**config.mk**
```make
export PLATFORM = sky130hd
export DESIGN_NAME = two_wire_handshake_link
export DESIGN_NICKNAME = d
export VERILOG_FILES = /design/src/hw/rtl/twhl_pkg.sv /design/src/hw/rtl/two_wire_handshake_link.sv
export VERILOG_INCLUDE_DIRS = /design/src /design/src/hw/rtl
export SDC_FILE = /design/constraint.sdc
export NUM_CORES = 1
export LEC_CHECK = 0
export BUFFER_PORTS_ARGS = -buffer_cell sky130_fd_sc_hd__buf_4
export CAP_MARGIN = 25
export CORE_UTILIZATION = 57
export CTS_CLUSTER_DIAMETER = 100
export DETAILED_ROUTE_END_ITERATION = 7
export PLACE_DENSITY = 0.74
export SETUP_SLACK_MARGIN = 0.05
export SLEW_MARGIN = 30
export SYNTH_ARGS = -nofsm -noshare
export SYNTH_HDL_FRONTEND = slang
export SYNTH_SLANG_ARGS = --single-unit
```
**constraint.sdc**
```tcl
create_clock -name clk -period 5.25 [get_ports clk]
set_input_delay 1.05 -clock clk [delete_from_list [all_inputs] [get_ports clk]]
set_output_delay 1.05 -clock clk [all_outputs]
set_load 0.02 [all_outputs]
```
**src/hw/rtl/two_wire_handshake_link_macros.svh**
```systemverilog
// ----------------------------------------------------------------------------
// Two-wire handshake link assertion macros
// Shared concurrent assertion forms, compiled out with NO_ASSERTIONS.
// ----------------------------------------------------------------------------
`ifndef TWO_WIRE_HANDSHAKE_LINK_MACROS_SVH
`define TWO_WIRE_HANDSHAKE_LINK_MACROS_SVH

`ifndef NO_ASSERTIONS

// The consequent must hold in the same cycle as the antecedent.
`define TWHL_ASSERT_SAME(label, clk, rst_n, ante, cons) \
    label: assert property (@(posedge clk) disable iff (!rst_n) (ante) |-> (cons)) \
        else $error("two_wire_handshake_link assertion failed");

// The consequent must hold in the cycle after the antecedent.
`define TWHL_ASSERT_NEXT(label, clk, rst_n, ante, cons) \
    label: assert property (@(posedge clk) disable iff (!rst_n) (ante) |=> (cons)) \
        else $error("two_wire_handshake_link assertion failed");

`else

`define TWHL_ASSERT_SAME(label, clk, rst_n, ante, cons)
`define TWHL_ASSERT_NEXT(label, clk, rst_n, ante, cons)

`endif

`endif

```
**src/hw/rtl/twhl_pkg.sv**
```systemverilog
// ----------------------------------------------------------------------------
// Two-wire handshake link package
// Request payload types, register indexes, reset values and phase codes.
// ----------------------------------------------------------------------------
`timescale 1ns / 1ps
`default_nettype none

package twhl_pkg;

    // Frame length default and the byte width held by the shift register.
    localparam int BITS_PER_FRAME_DEFAULT = 8;
    localparam int BYTE_BITS              = 8;

    // Fixed lead time always added to the turnaround.
    localparam int LEAD_TICKS = 5;

    // Configuration port widths.
    localparam int CFG_INDEX_W = 3;
    localparam int CFG_DATA_W  = 16;
    localparam int TICK_W      = 16;

    // Register indexes.
    localparam logic [CFG_INDEX_W-1:0] REG_ANSWER_TIMEOUT = 3'd0;
    localparam logic [CFG_INDEX_W-1:0] REG_TURNAROUND     = 3'd1;
    localparam logic [CFG_INDEX_W-1:0] REG_DATA_SETUP     = 3'd2;
    localparam logic [CFG_INDEX_W-1:0] REG_CLOCK_LOW      = 3'd3;
    localparam logic [CFG_INDEX_W-1:0] REG_BIT_TIMEOUT    = 3'd4;
    localparam logic [CFG_INDEX_W-1:0] REG_ACK_DELAY      = 3'd5;
    localparam logic [CFG_INDEX_W-1:0] REG_RECOVERY       = 3'd6;

    // Register reset values.
    localparam logic [15:0] RST_ANSWER_TIMEOUT = 16'd1000;
    localparam logic [7:0]  RST_TURNAROUND     = 8'd15;
    localparam logic [7:0]  RST_DATA_SETUP     = 8'd20;
    localparam logic [7:0]  RST_CLOCK_LOW      = 8'd10;
    localparam logic [15:0] RST_BIT_TIMEOUT    = 16'd100;
    localparam logic [7:0]  RST_ACK_DELAY      = 8'd30;
    localparam logic [7:0]  RST_RECOVERY       = 8'd50;

    // Transfer status codes.
    localparam logic [2:0] ST_SENT_ACKED  = 3'd0;
    localparam logic [2:0] ST_NO_ANSWER   = 3'd1;
    localparam logic [2:0] ST_NO_ACK      = 3'd2;
    localparam logic [2:0] ST_RECEIVED    = 3'd3;
    localparam logic [2:0] ST_RX_TIMEOUT  = 3'd4;

    // Link phases, one-hot.
    typedef enum logic [14:0] {
        PH_IDLE       = 15'b000000000000001,
        PH_S_ANSWER   = 15'b000000000000010,
        PH_S_TURN     = 15'b000000000000100,
        PH_S_SETUP    = 15'b000000000001000,
        PH_S_CLKLOW   = 15'b000000000010000,
        PH_S_CLKHIGH  = 15'b000000000100000,
        PH_S_ACKREL   = 15'b000000001000000,
        PH_S_ACKCLK   = 15'b000000010000000,
        PH_S_RECOVER  = 15'b000000100000000,
        PH_R_ANSWER   = 15'b000001000000000,
        PH_R_BITWAIT  = 15'b000010000000000,
        PH_R_BITLOW   = 15'b000100000000000,
        PH_R_ACKDELAY = 15'b001000000000000,
        PH_R_ACKWAIT  = 15'b010000000000000,
        PH_R_ACKHOLD  = 15'b100000000000000
    } phase_t;

    // One tick request: sampled line levels and an optional send.
    typedef struct packed {
        logic       clock_level;
        logic       data_level;
        logic       send_request;
        logic [7:0] send_byte;
    } in_t;

    // One tick result: line drives and transfer status.
    typedef struct packed {
        logic       clock_drive_low;
        logic       data_drive_low;
        logic       busy_res;
        logic       done_res;
        logic [2:0] status;
        logic [7:0] received_byte;
    } out_t;

endpackage

`default_nettype wire

```
**src/hw/rtl/two_wire_handshake_link.sv**
```systemverilog
// The result of a tick request is registered and presented in the cycle after it is accepted.
// Throughput: one tick request per cycle while results are taken; the phase machine takes one step per request.
// A new request enters in the cycle the waiting result is taken; a stalled result holds it off.
// Reset (rst_n, asynchronous, active low) returns the link to idle, clears counters
// and status, and loads the timing registers with their default values.
// ----------------------------------------------------------------------------
// Two-wire handshake link
// Open-drain clock and data byte link stepped once per timing tick, acting
// as sender on request or as receiver when the clock line goes low.
// ----------------------------------------------------------------------------
`timescale 1ns / 1ps
`default_nettype none

`include "two_wire_handshake_link_macros.svh"

module two_wire_handshake_link
    import twhl_pkg::*;
#(
    parameter int BITS_PER_FRAME = BITS_PER_FRAME_DEFAULT
) (
    input  wire logic                   clk,
    input  wire logic                   rst_n,
    input  wire logic                   in_valid,
    output logic                        in_ready,
    input  wire in_t                    in_data,
    output logic                        out_valid,
    input  wire logic                   out_ready,
    output out_t                        out_data,
    input  wire logic                   cfg_write,
    input  wire logic [CFG_INDEX_W-1:0] cfg_index,
    input  wire logic [CFG_DATA_W-1:0]  cfg_data
);

    // Bit counter must reach the frame length and compare against a byte.
    localparam int IDX_MAX = (BITS_PER_FRAME > BYTE_BITS) ? BITS_PER_FRAME : BYTE_BITS;
    localparam int IDX_W   = $clog2(IDX_MAX + 1);
    localparam logic [IDX_W-1:0] FRAME_LAST = IDX_W'(BITS_PER_FRAME);
    localparam logic [IDX_W-1:0] BYTE_LIM   = IDX_W'(BYTE_BITS);

    // Timing registers.
    logic [15:0] answer_timeout_reg;
    logic [7:0]  turnaround_reg;
    logic [7:0]  data_setup_reg;
    logic [7:0]  clock_low_reg;
    logic [15:0] bit_timeout_reg;
    logic [7:0]  ack_delay_reg;
    logic [7:0]  recovery_reg;

    // Link state.
    phase_t              phase_reg, phase_next;
    logic [TICK_W-1:0]   tick_count_reg, tick_count_next;
    logic [IDX_W-1:0]    bit_index_reg, bit_index_next;
    logic [7:0]          shift_byte_reg, shift_byte_next;
    logic [2:0]          last_status_reg, last_status_next;

    // Result register.
    logic                out_valid_reg;
    out_t                out_data_reg, out_data_next;

    logic                in_fire;
    logic [TICK_W-1:0]   tick_inc;
    logic [TICK_W-1:0]   turn_limit;
    logic [IDX_W-1:0]    bit_inc;
    logic                done;
    logic                rx_done;
    logic                tx_bit;

    assign in_ready  = !out_valid_reg || out_ready;
    assign in_fire   = in_valid && in_ready;
    assign out_valid = out_valid_reg;
    assign out_data  = out_data_reg;

    // Register writes from the configuration port.
    always_ff @(posedge clk or negedge rst_n)
    begin
        if (!rst_n)
        begin
            answer_timeout_reg <= RST_ANSWER_TIMEOUT;
            turnaround_reg     <= RST_TURNAROUND;
            data_setup_reg     <= RST_DATA_SETUP;
            clock_low_reg      <= RST_CLOCK_LOW;
            bit_timeout_reg    <= RST_BIT_TIMEOUT;
            ack_delay_reg      <= RST_ACK_DELAY;
            recovery_reg       <= RST_RECOVERY;
        end
        else if (cfg_write)
        begin
            unique case (cfg_index)
                REG_ANSWER_TIMEOUT: answer_timeout_reg <= cfg_data;
                REG_TURNAROUND:     turnaround_reg     <= cfg_data[7:0];
                REG_DATA_SETUP:     data_setup_reg     <= cfg_data[7:0];
                REG_CLOCK_LOW:      clock_low_reg      <= cfg_data[7:0];
                REG_BIT_TIMEOUT:    bit_timeout_reg    <= cfg_data;
                REG_ACK_DELAY:      ack_delay_reg      <= cfg_data[7:0];
                REG_RECOVERY:       recovery_reg       <= cfg_data[7:0];
                default:            ;
            endcase
        end
    end

    // Saturating tick count and shared helper values.
    assign tick_inc   = (tick_count_reg != {TICK_W{1'b1}}) ? tick_count_reg + 1'b1
                                                           : tick_count_reg;
    assign turn_limit = {8'd0, turnaround_reg} + TICK_W'(LEAD_TICKS);
    assign bit_inc    = bit_index_reg + 1'b1;

    // Phase machine: one step per accepted tick request.
    always_comb
    begin
        phase_next       = phase_reg;
        tick_count_next  = tick_count_reg;
        bit_index_next   = bit_index_reg;
        shift_byte_next  = shift_byte_reg;
        last_status_next = last_status_reg;
        done             = 1'b0;
        rx_done          = 1'b0;

        unique case (phase_reg)
            PH_S_ANSWER:
            begin
                if (!in_data.data_level)
                begin
                    phase_next      = PH_S_TURN;
                    tick_count_next = '0;
                end
                else if (tick_inc >= answer_timeout_reg)
                begin
                    last_status_next = ST_NO_ANSWER;
                    phase_next       = PH_S_RECOVER;
                    tick_count_next  = '0;
                end
                else
                begin
                    tick_count_next = tick_inc;
                end
            end
            PH_S_TURN:
            begin
                tick_count_next = tick_inc;
                if (tick_inc >= turn_limit)
                begin
                    bit_index_next  = '0;
                    phase_next      = PH_S_SETUP;
                    tick_count_next = '0;
                end
            end
            PH_S_SETUP:
            begin
                tick_count_next = tick_inc;
                if (tick_inc >= {8'd0, data_setup_reg})
                begin
                    phase_next      = PH_S_CLKLOW;
                    tick_count_next = '0;
                end
            end
            PH_S_CLKLOW:
            begin
                tick_count_next = tick_inc;
                if (tick_inc >= {8'd0, clock_low_reg})
                begin
                    phase_next      = PH_S_CLKHIGH;
                    tick_count_next = '0;
                end
            end
            PH_S_CLKHIGH:
            begin
                tick_count_next = tick_inc;
                if (tick_inc >= {8'd0, data_setup_reg})
                begin
                    bit_index_next  = bit_inc;
                    phase_next      = (bit_inc >= FRAME_LAST) ? PH_S_ACKREL : PH_S_SETUP;
                    tick_count_next = '0;
                end
            end
            PH_S_ACKREL:
            begin
                tick_count_next = tick_inc;
                if (tick_inc >= {8'd0, data_setup_reg})
                begin
                    phase_next      = PH_S_ACKCLK;
                    tick_count_next = '0;
                end
            end
            PH_S_ACKCLK:
            begin
                // The acknowledge is sampled on the first tick of the ack clock.
                if (tick_count_reg == '0)
                begin
                    last_status_next = in_data.data_level ? ST_NO_ACK : ST_SENT_ACKED;
                end
                tick_count_next = tick_inc;
                if (tick_inc >= {8'd0, clock_low_reg})
                begin
                    phase_next      = PH_S_RECOVER;
                    tick_count_next = '0;
                end
            end
            PH_S_RECOVER:
            begin
                tick_count_next = tick_inc;
                if (tick_inc >= {8'd0, recovery_reg})
                begin
                    phase_next      = PH_IDLE;
                    tick_count_next = '0;
                    done            = 1'b1;
                end
            end
            PH_R_ANSWER:
            begin
                if (in_data.clock_level)
                begin
                    bit_index_next  = '0;
                    phase_next      = PH_R_BITWAIT;
                    tick_count_next = '0;
                end
                else if (tick_inc >= bit_timeout_reg)
                begin
                    last_status_next = ST_RX_TIMEOUT;
                    phase_next       = PH_IDLE;
                    tick_count_next  = '0;
                    done             = 1'b1;
                    rx_done          = 1'b1;
                end
                else
                begin
                    tick_count_next = tick_inc;
                end
            end
            PH_R_BITWAIT:
            begin
                if (!in_data.clock_level || (tick_inc >= bit_timeout_reg))
                begin
                    // A missed falling edge still samples the data line.
                    if (in_data.clock_level)
                    begin
                        last_status_next = ST_RX_TIMEOUT;
                    end
                    if ((bit_index_reg < BYTE_LIM) && in_data.data_level)
                    begin
                        shift_byte_next[bit_index_reg[2:0]] = 1'b1;
                    end
                    tick_count_next = '0;
                    if (!in_data.clock_level)
                    begin
                        phase_next = PH_R_BITLOW;
                    end
                    else
                    begin
                        bit_index_next = bit_inc;
                        phase_next     = (bit_inc >= FRAME_LAST) ? PH_R_ACKDELAY
                                                                 : PH_R_BITWAIT;
                    end
                end
                else
                begin
                    tick_count_next = tick_inc;
                end
            end
            PH_R_BITLOW:
            begin
                if (in_data.clock_level || (tick_inc >= bit_timeout_reg))
                begin
                    if (!in_data.clock_level)
                    begin
                        last_status_next = ST_RX_TIMEOUT;
                    end
                    bit_index_next  = bit_inc;
                    phase_next      = (bit_inc >= FRAME_LAST) ? PH_R_ACKDELAY : PH_R_BITWAIT;
                    tick_count_next = '0;
                end
                else
                begin
                    tick_count_next = tick_inc;
                end
            end
            PH_R_ACKDELAY:
            begin
                tick_count_next = tick_inc;
                if (tick_inc >= {8'd0, ack_delay_reg})
                begin
                    phase_next      = PH_R_ACKWAIT;
                    tick_count_next = '0;
                end
            end
            PH_R_ACKWAIT:
            begin
                if (!in_data.clock_level)
                begin
                    phase_next      = PH_R_ACKHOLD;
                    tick_count_next = '0;
                end
                else if (tick_inc >= bit_timeout_reg)
                begin
                    last_status_next = ST_RX_TIMEOUT;
                    phase_next       = PH_R_ACKHOLD;
                    tick_count_next  = '0;
                end
                else
                begin
                    tick_count_next = tick_inc;
                end
            end
            PH_R_ACKHOLD:
            begin
                tick_count_next = tick_inc;
                if (tick_inc >= {8'd0, data_setup_reg})
                begin
                    phase_next      = PH_IDLE;
                    tick_count_next = '0;
                    done            = 1'b1;
                    rx_done         = 1'b1;
                end
            end
            default:
            begin
                // Idle: a low clock starts a receive ahead of any send request.
                tick_count_next = '0;
                if (!in_data.clock_level)
                begin
                    shift_byte_next  = '0;
                    last_status_next = ST_RECEIVED;
                    phase_next       = PH_R_ANSWER;
                end
                else if (in_data.send_request)
                begin
                    shift_byte_next = in_data.send_byte;
                    bit_index_next  = '0;
                    phase_next      = PH_S_ANSWER;
                end
                else
                begin
                    phase_next = PH_IDLE;
                end
            end
        endcase
    end

    // Bit driven by the sender; released past the end of the byte.
    assign tx_bit = (bit_index_next < BYTE_LIM) ? shift_byte_next[bit_index_next[2:0]]
                                                : 1'b1;

    // Line drives and status for the new phase.
    always_comb
    begin
        out_data_next                 = '0;
        out_data_next.busy_res        = (phase_next != PH_IDLE);
        out_data_next.done_res        = done;
        out_data_next.status          = last_status_next;
        out_data_next.received_byte   = rx_done ? shift_byte_next : 8'd0;

        unique case (phase_next)
            PH_S_ANSWER, PH_S_ACKCLK:
            begin
                out_data_next.clock_drive_low = 1'b1;
            end
            PH_S_CLKLOW:
            begin
                out_data_next.clock_drive_low = 1'b1;
                out_data_next.data_drive_low  = !tx_bit;
            end
            PH_S_SETUP, PH_S_CLKHIGH:
            begin
                out_data_next.data_drive_low = !tx_bit;
            end
            PH_R_ANSWER, PH_R_ACKWAIT, PH_R_ACKHOLD:
            begin
                out_data_next.data_drive_low = 1'b1;
            end
            default:
            begin
                out_data_next.clock_drive_low = 1'b0;
            end
        endcase
    end

    // State update on each accepted request.
    always_ff @(posedge clk or negedge rst_n)
    begin
        if (!rst_n)
        begin
            phase_reg       <= PH_IDLE;
            tick_count_reg  <= '0;
            bit_index_reg   <= '0;
            shift_byte_reg  <= '0;
            last_status_reg <= ST_SENT_ACKED;
        end
        else if (in_fire)
        begin
            phase_reg       <= phase_next;
            tick_count_reg  <= tick_count_next;
            bit_index_reg   <= bit_index_next;
            shift_byte_reg  <= shift_byte_next;
            last_status_reg <= last_status_next;
        end
    end

    // Result register valid flag.
    always_ff @(posedge clk or negedge rst_n)
    begin
        if (!rst_n)
        begin
            out_valid_reg <= 1'b0;
        end
        else if (in_fire)
        begin
            out_valid_reg <= 1'b1;
        end
        else if (out_ready)
        begin
            out_valid_reg <= 1'b0;
        end
    end

    // Result payload.
    always_ff @(posedge clk)
    begin
        if (in_fire)
        begin
            out_data_reg <= out_data_next;
        end
    end

    // Checks on the phase machine and its results.
    `TWHL_ASSERT_SAME(a_done_not_busy, clk, rst_n, out_valid_reg && out_data_reg.done_res, !out_data_reg.busy_res)
    `TWHL_ASSERT_SAME(a_rx_byte_on_done, clk, rst_n, out_valid_reg && (out_data_reg.received_byte != 8'd0), out_data_reg.done_res)
    `TWHL_ASSERT_SAME(a_clock_only_busy, clk, rst_n, out_valid_reg && out_data_reg.clock_drive_low, out_data_reg.busy_res)
    `TWHL_ASSERT_NEXT(a_idle_low_clock_rx, clk, rst_n, in_fire && (phase_reg == PH_IDLE) && !in_data.clock_level, phase_reg == PH_R_ANSWER)
    `TWHL_ASSERT_SAME(a_status_range, clk, rst_n, out_valid_reg, out_data_reg.status <= ST_RX_TIMEOUT)

endmodule

`default_nettype wire
```
Word level (Yosys, flattened, before mapping) --
Index checks and enable logic that the tools add are counted.
Cells by class: magnitude comparators 13, muxes and demuxes 79, bitwise operators 1, equal/unequal tests 30, add/subtract/negate cells 3, reductions and logical operators 27
Operators by type and width (count):
- 15-bit 2-to-1 mux | 17
- 15-bit case mux with 14 select lines | 1
- 16-bit 2-to-1 mux | 13
- 16-bit case mux with 10 select lines | 1
- 16-bit by 8-bit >= comparator with 1-bit output | 4
- 3-bit 2-to-1 mux | 11
- 16-bit >= comparator | 2
- 4-bit 2-to-1 mux | 8
- 8-bit 2-to-1 mux | 4
- 15-bit by 10-bit == test with 1-bit output, second input constant | 2
- 15-bit by 14-bit == test with 1-bit output, second input constant | 2
- 15-bit == test, second input constant | 2
- 15-bit by 2-bit == test with 1-bit output, second input constant | 2
- 15-bit by 4-bit == test with 1-bit output, second input constant | 2
- 15-bit by 5-bit == test with 1-bit output, second input constant | 2
- 15-bit by 6-bit == test with 1-bit output, second input constant | 2
- 15-bit by 8-bit == test with 1-bit output, second input constant | 2
- 13-bit 2-to-1 mux | 2
- 4-bit case mux with 6 select lines | 1
- 3-bit case mux with 7 select lines | 1
- 16-bit by 1-bit adder with 16-bit output, second input constant | 1
- 16-bit by 9-bit >= comparator with 1-bit output | 1
- 16-bit logical NOT | 1
- 16-bit inequality test, second input constant | 1
- other kinds (38) | 68
Word-level totals: word-level logic and storage cells 172, input port bits 35, bits in registers 134

Depth between registers and ports, before layout --
depth after elaboration 13, mapped depth 21, depth with buffers taken out 20

Least setup slack after synthesis --
Ideal clock, no wire load.
kind register to register, start register tick_count_reg[2], end register out_data_reg (netlist bit out_data[13]) (data pin), library setup time 0.150 ns, buffers on the path 2, stages on the path, launching flop included 22, arrival 4.488 ns, clock period less this slack 4.638 ns, path slack 0.612 ns, cells stage by stage dfrtp_1 -> buf_2 -> and4_2 -> and3_2 -> nand2_1 -> and3_1 -> and3_1 -> xor2_1 -> ha_1 -> a211o_1 -> a21oi_1 -> o41a_1 -> a31oi_1 -> a211oi_1 -> buf_2 -> a21oi_1 -> and4_1 -> o311ai_0 -> mux2i_1 -> mux2i_1 -> nand3b_1 -> o211ai_2
RTL lines:
- start, declared | RTL line two_wire_handshake_link.sv:51 | logic [TICK_W-1:0] tick_count_reg, tick_count_next;
- start signal, assigned | RTL line two_wire_handshake_link.sv:390 | tick_count_reg <= tick_count_next;
- end signal, assigned | RTL line two_wire_handshake_link.sv:419 | out_data_reg <= out_data_next;
- end, declared | RTL line two_wire_handshake_link.sv:58 | out_t out_data_reg, out_data_next;

==> results.txt <==
The final routed DRC violation total was 0. The number of vias per cell is 6.151. The most critical setup path has its startpoint at tick_count_reg[3]$_DFFE_PN0P_. The master of the slowest instance on the critical path was sky130_fd_sc_hd__dfrtp_1.

For the insertion delay to the later sink of the worst-skew pair, the log shows 0.42 ns. After layout, the worst path uses 93.65% of the clock period. The worst hold slack was 0.4878 ns. Entering global routing, the biggest net connects 61 pins. The worst min-delay path class is register to register. For the area of the die, the log shows 16,080 sq um.

In this design, the largest share of critical-path delay is due to compound AO/OA/AOI/OAI gates. In this run the cell area measured after placement is 9519 sq um. After filler insertion, the fill cell instance count of the layout stands at 1,206. For the total nets after synthesis, the log shows 1,050. The critical path data required time is 5.52 ns, and the y dimension of the die is 126.8 um.

Ranked by total cell area, the synthesized netlist is headed by sky130_fd_sc_hd__dfrtp_1 (26%), sky130_fd_sc_hd__ha_1 (11%), sky130_fd_sc_hd__dfstp_2 (7.4%), sky130_fd_sc_hd__mux2_2 (5.6%), sky130_fd_sc_hd__o21ai_0 (5.3%). The synthesized design contains 134 register bits. The run gives 15,860 um as the post-DP HPWL.

Remaining number of nets flagged by the antenna check after routing: 0. The logs give 624 for the number of DRC markers in iteration 0 and 52 for the number of ports placed on the die boundary. STA classifies the critical path startpoint as a register.

The synthesis-to-layout area growth works out to 15.05%. The logs give 4 for the H-tree depth and 58.41% for the starting density of the core. The initialized floorplan defines 45 standard-cell rows.

Clock-pin slew was measured on the worst setup and hold paths at 0.06 ns. Maximum single-stage delay on the critical path: 0.46 ns. The number of clock sinks is 134, and the post-layout instance area is 10,220 sq um. At the end of routability-driven placement, the weighted congestion stood at 0.9550. The number of antenna diodes in the final layout is 0. The number of antenna violations at the first check in global routing is 0.

The cts-stage hold buffer count was 0. The worst-case IR drop observed on VDD is 0.2585 mV. The static leakage came out at 4.703 nW. After synthesis, the mean cell area works out to 9.457 sq um. The logs give 17 for the total CTS buffers and 203.4 MHz for the maximum clock frequency. Setup slack at placement: 0.2624 ns.

The sum of overflow across all layers after global routing was 0. The run gives 0 as the total count of max-transition violations in the final report. The top-area cell type share of the netlist area is 26.49%, and the clock tree buffer depth is 2. The largest fanout on the critical path was 12; the final-report hold violation count was 0. sky130_fd_sc_hd__dfrtp_1 takes more of the synthesized area than any other cell. The cell area after synthesis came out at 8880 sq um. In the synthesized netlist the dominant register cell turns out to be sky130_fd_sc_hd__dfrtp_1.

The first TritonRoute pass finished after 6 iterations. By startpoint and endpoint, the worst setup path is classified as register to register. For the number of synthesis warnings, the log shows 0.

The floorplan step set the die width to 126.8 um. The tools report the max-cap violation count as 0. Counting distinct cell types in the post-synthesis netlist gives 88. The run gives 46.03% as the relative slew slack. The tools report the master cell of the clock root buffer as sky130_fd_sc_hd__clkbuf_16.

The global-route wire length before repair was 36,710 um; the worst clock skew was 0.01093 ns. In the synthesized netlist the async set-or-reset flop fraction comes to 88.81%. The region available for standard cell placement spans 15,200 sq um.

In the final layout, the share of cells above drive strength 1 is 21.23%. The tools report the critical register-to-register path startpoint as tick_count_reg[3]$_DFFE_PN0P_. In the final routed layout, each cell accounts on average for 18.31 um. The flow ran to the end, and the final reports show no timing, DRC or antenna violations. Summed over all failing endpoints, the final setup total negative slack is 0 ns. The post-synthesis cell count was 939. Summing the sequential cell areas from Yosys gives 38.96% of the chip area. Global routing used 29.23% of the available tracks across all layers. The run gives 7,168 as the number of global-route vias before repair. For the pin with the worst max-slew slack, the measured transition is 0.8096 ns. The worst path in the final design needs a cycle of 4.917 ns, including I/O delays and setup. The routed design has 21,900 um of wire. The signal on the critical path passes through and4_2, and3_2, nand2_2, and3_1, and3_1, xor2_1, ha_1, a211o_1, a21oi_1, o41a_1, a31oi_1, a211oi_1, buf_4, a211oi_1, a31oi_1, a21oi_1, a41oi_1, mux2i_1, mux2_2, o211ai_2. TritonCTS built the clock tree. Setup violations remaining at the end of the flow were counted as 0. Setup repair after global routing left no endpoint under its margin. The ratio of total power to cell area was 407.5 nW/um^2; the number of flops mapped to enable cells by yosys was 15. Once routing completed, OpenROAD measured the worst setup slack at 0.3335 ns. The beginning of the worst hold path is shift_byte_reg[1]$_DFFE_PN0P_. The worst endpoint data arrival time came out at 5.19 ns.

The sum of buffers and inverters on the critical path works out to 1. The worst setup path is captured at a register. The final route contains 7,357 vias. The final layout contains 1,106 nets. Port buffering added 51 buffers.
[cells in the mapped netlist, drive strengths merged, types with 7 or more instances]
library cell,number
and3,21
xnor2,10
and2,11
dfrtp,94
clkbuf,25
nand4,12
o21ai,96
nor3,12
a21o,16
edfxtp,15
dfstp,25
nand3,26
buf,12
mux2,44
nor2,36
a22o,12
and4,7
nor4,12
xor2,10
a21oi,44
ha,76
nor3b,8
inv,73
nand2b,16
a211oi,8
nand3b,8
nand4b,7
a31oi,8
nand2,103
[worst reg2reg max path, stage by stage (launching register included)]
cell and delay (ns):
sky130_fd_sc_hd__dfrtp_1 0.46, sky130_fd_sc_hd__and4_2 0.34, sky130_fd_sc_hd__and3_2 0.24, sky130_fd_sc_hd__nand2_2 0.12
sky130_fd_sc_hd__and3_1 0.23, sky130_fd_sc_hd__and3_1 0.19, sky130_fd_sc_hd__xor2_1 0.27, sky130_fd_sc_hd__ha_1 0.31
sky130_fd_sc_hd__a211o_1 0.30, sky130_fd_sc_hd__a21oi_1 0.14, sky130_fd_sc_hd__o41a_1 0.19, sky130_fd_sc_hd__a31oi_1 0.11
sky130_fd_sc_hd__a211oi_1 0.25, sky130_fd_sc_hd__buf_4 0.24, sky130_fd_sc_hd__a211oi_1 0.16, sky130_fd_sc_hd__a31oi_1 0.21
sky130_fd_sc_hd__a21oi_1 0.06, sky130_fd_sc_hd__a41oi_1 0.33, sky130_fd_sc_hd__mux2i_1 0.18, sky130_fd_sc_hd__mux2_2 0.30
sky130_fd_sc_hd__o211ai_2 0.15
[cells by family (layout without fill, tap and decap cells)]
| kind of cell | Yosys count | in the layout | share of synthesized area, % |
|---|---|---|---|
| AND/OR/NAND/NOR | 303 | 303 | 18.77 |
| AO/OA/AOI/OAI | 244 | 244 | 18.35 |
| flip-flops | 134 | 134 | 38.96 |
| buffers and inverters | 112 | 181 | 4.988 |
| adder cells (fa/ha/maj) | 76 | 76 | 10.71 |
| multiplexers | 50 | 50 | 6.256 |
| XOR/XNOR | 20 | 20 | 1.973 |
[worst paths after layout]
path                            depth (start not counted)                                 end  slack (ns)
worst max-delay path                                   20              out_data[13]$_DFFE_PP_        0.33
worst min-delay path                                    2       shift_byte_reg[1]$_DFFE_PN0P_        0.49
worst max register to register                         20              out_data[13]$_DFFE_PP_        0.33
worst min register to register                          2       shift_byte_reg[1]$_DFFE_PN0P_        0.49
max in group asynchronous                               2            phase_reg[6]$_DFFE_PN0P_        3.74
min in group asynchronous                               1  answer_timeout_reg[12]$_DFFE_PN0P_        0.56
[metal layers]
metal	part of all wire, %	GRT usage, %
met1	46	40.64
met2	46	46.02
met3	5.9	5.989
met4	1.7	8.964
met5	0	0
[cells in the final DEF, fill, tap and decap left out, types with 9 or more instances in the layout]
master,n
sky130_fd_sc_hd__a21o_1,16
sky130_fd_sc_hd__a21oi_1,42
sky130_fd_sc_hd__a22o_1,11
sky130_fd_sc_hd__and2_1,10
sky130_fd_sc_hd__and3_1,17
sky130_fd_sc_hd__buf_4,74
sky130_fd_sc_hd__clkbuf_16,17
sky130_fd_sc_hd__dfrtp_1,94
sky130_fd_sc_hd__dfstp_2,25
sky130_fd_sc_hd__edfxtp_1,15
sky130_fd_sc_hd__ha_1,76
sky130_fd_sc_hd__inv_1,71
sky130_fd_sc_hd__mux2_2,44
sky130_fd_sc_hd__nand2_1,99
sky130_fd_sc_hd__nand2b_1,16
sky130_fd_sc_hd__nand3_1,24
sky130_fd_sc_hd__nand4_1,12
sky130_fd_sc_hd__nor2_1,35
sky130_fd_sc_hd__nor3_1,10
sky130_fd_sc_hd__nor4_1,9
sky130_fd_sc_hd__o21ai_0,94
sky130_fd_sc_hd__xnor2_1,10
sky130_fd_sc_hd__xor2_1,9
[timing repair]
action / CTS / global route
gates resized for setup: 0 / 6
setup endpoints to repair: 0 / 14
buffers inserted: 0 / 1
[power breakdown]
group,switching (mW),leakage (nW),internal [mW]
registers,0.131,1.61,1.27
logic,0.829,2.78,0.578
clock network,0.463,0.321,0.890
total,1.42,4.70,2.74
[per-stage QoR]
| stage | total power [mW] | util (%) | std cells |
|---|---|---|---|
| final | 4.163 | 67.20 | 1196 |
| after detailed placement | 2.778 | 62.62 | 1163 |
| after CTS | 4.154 | 66.96 | 1195 |
| after global routing | 4.418 | 67.20 | 1196 |
| after floorplan | 2.412 | - | 939 |
| after global placement | 2.746 | 62.58 | 1163 |
[final cells by class]
cell class	instances	area [sq um]	share of cell area, %
inverters	75	281.5	2.756
clock inverters	13	227.7	2.229
clock buffers	19	432.9	4.238
well taps	188	235.2	2.303
multi-input cells	693	5024	49.17
repair buffers	74	555.5	5.438
flip-flops and latches	134	3460	33.86
Power figures use the tool's default switching activity.
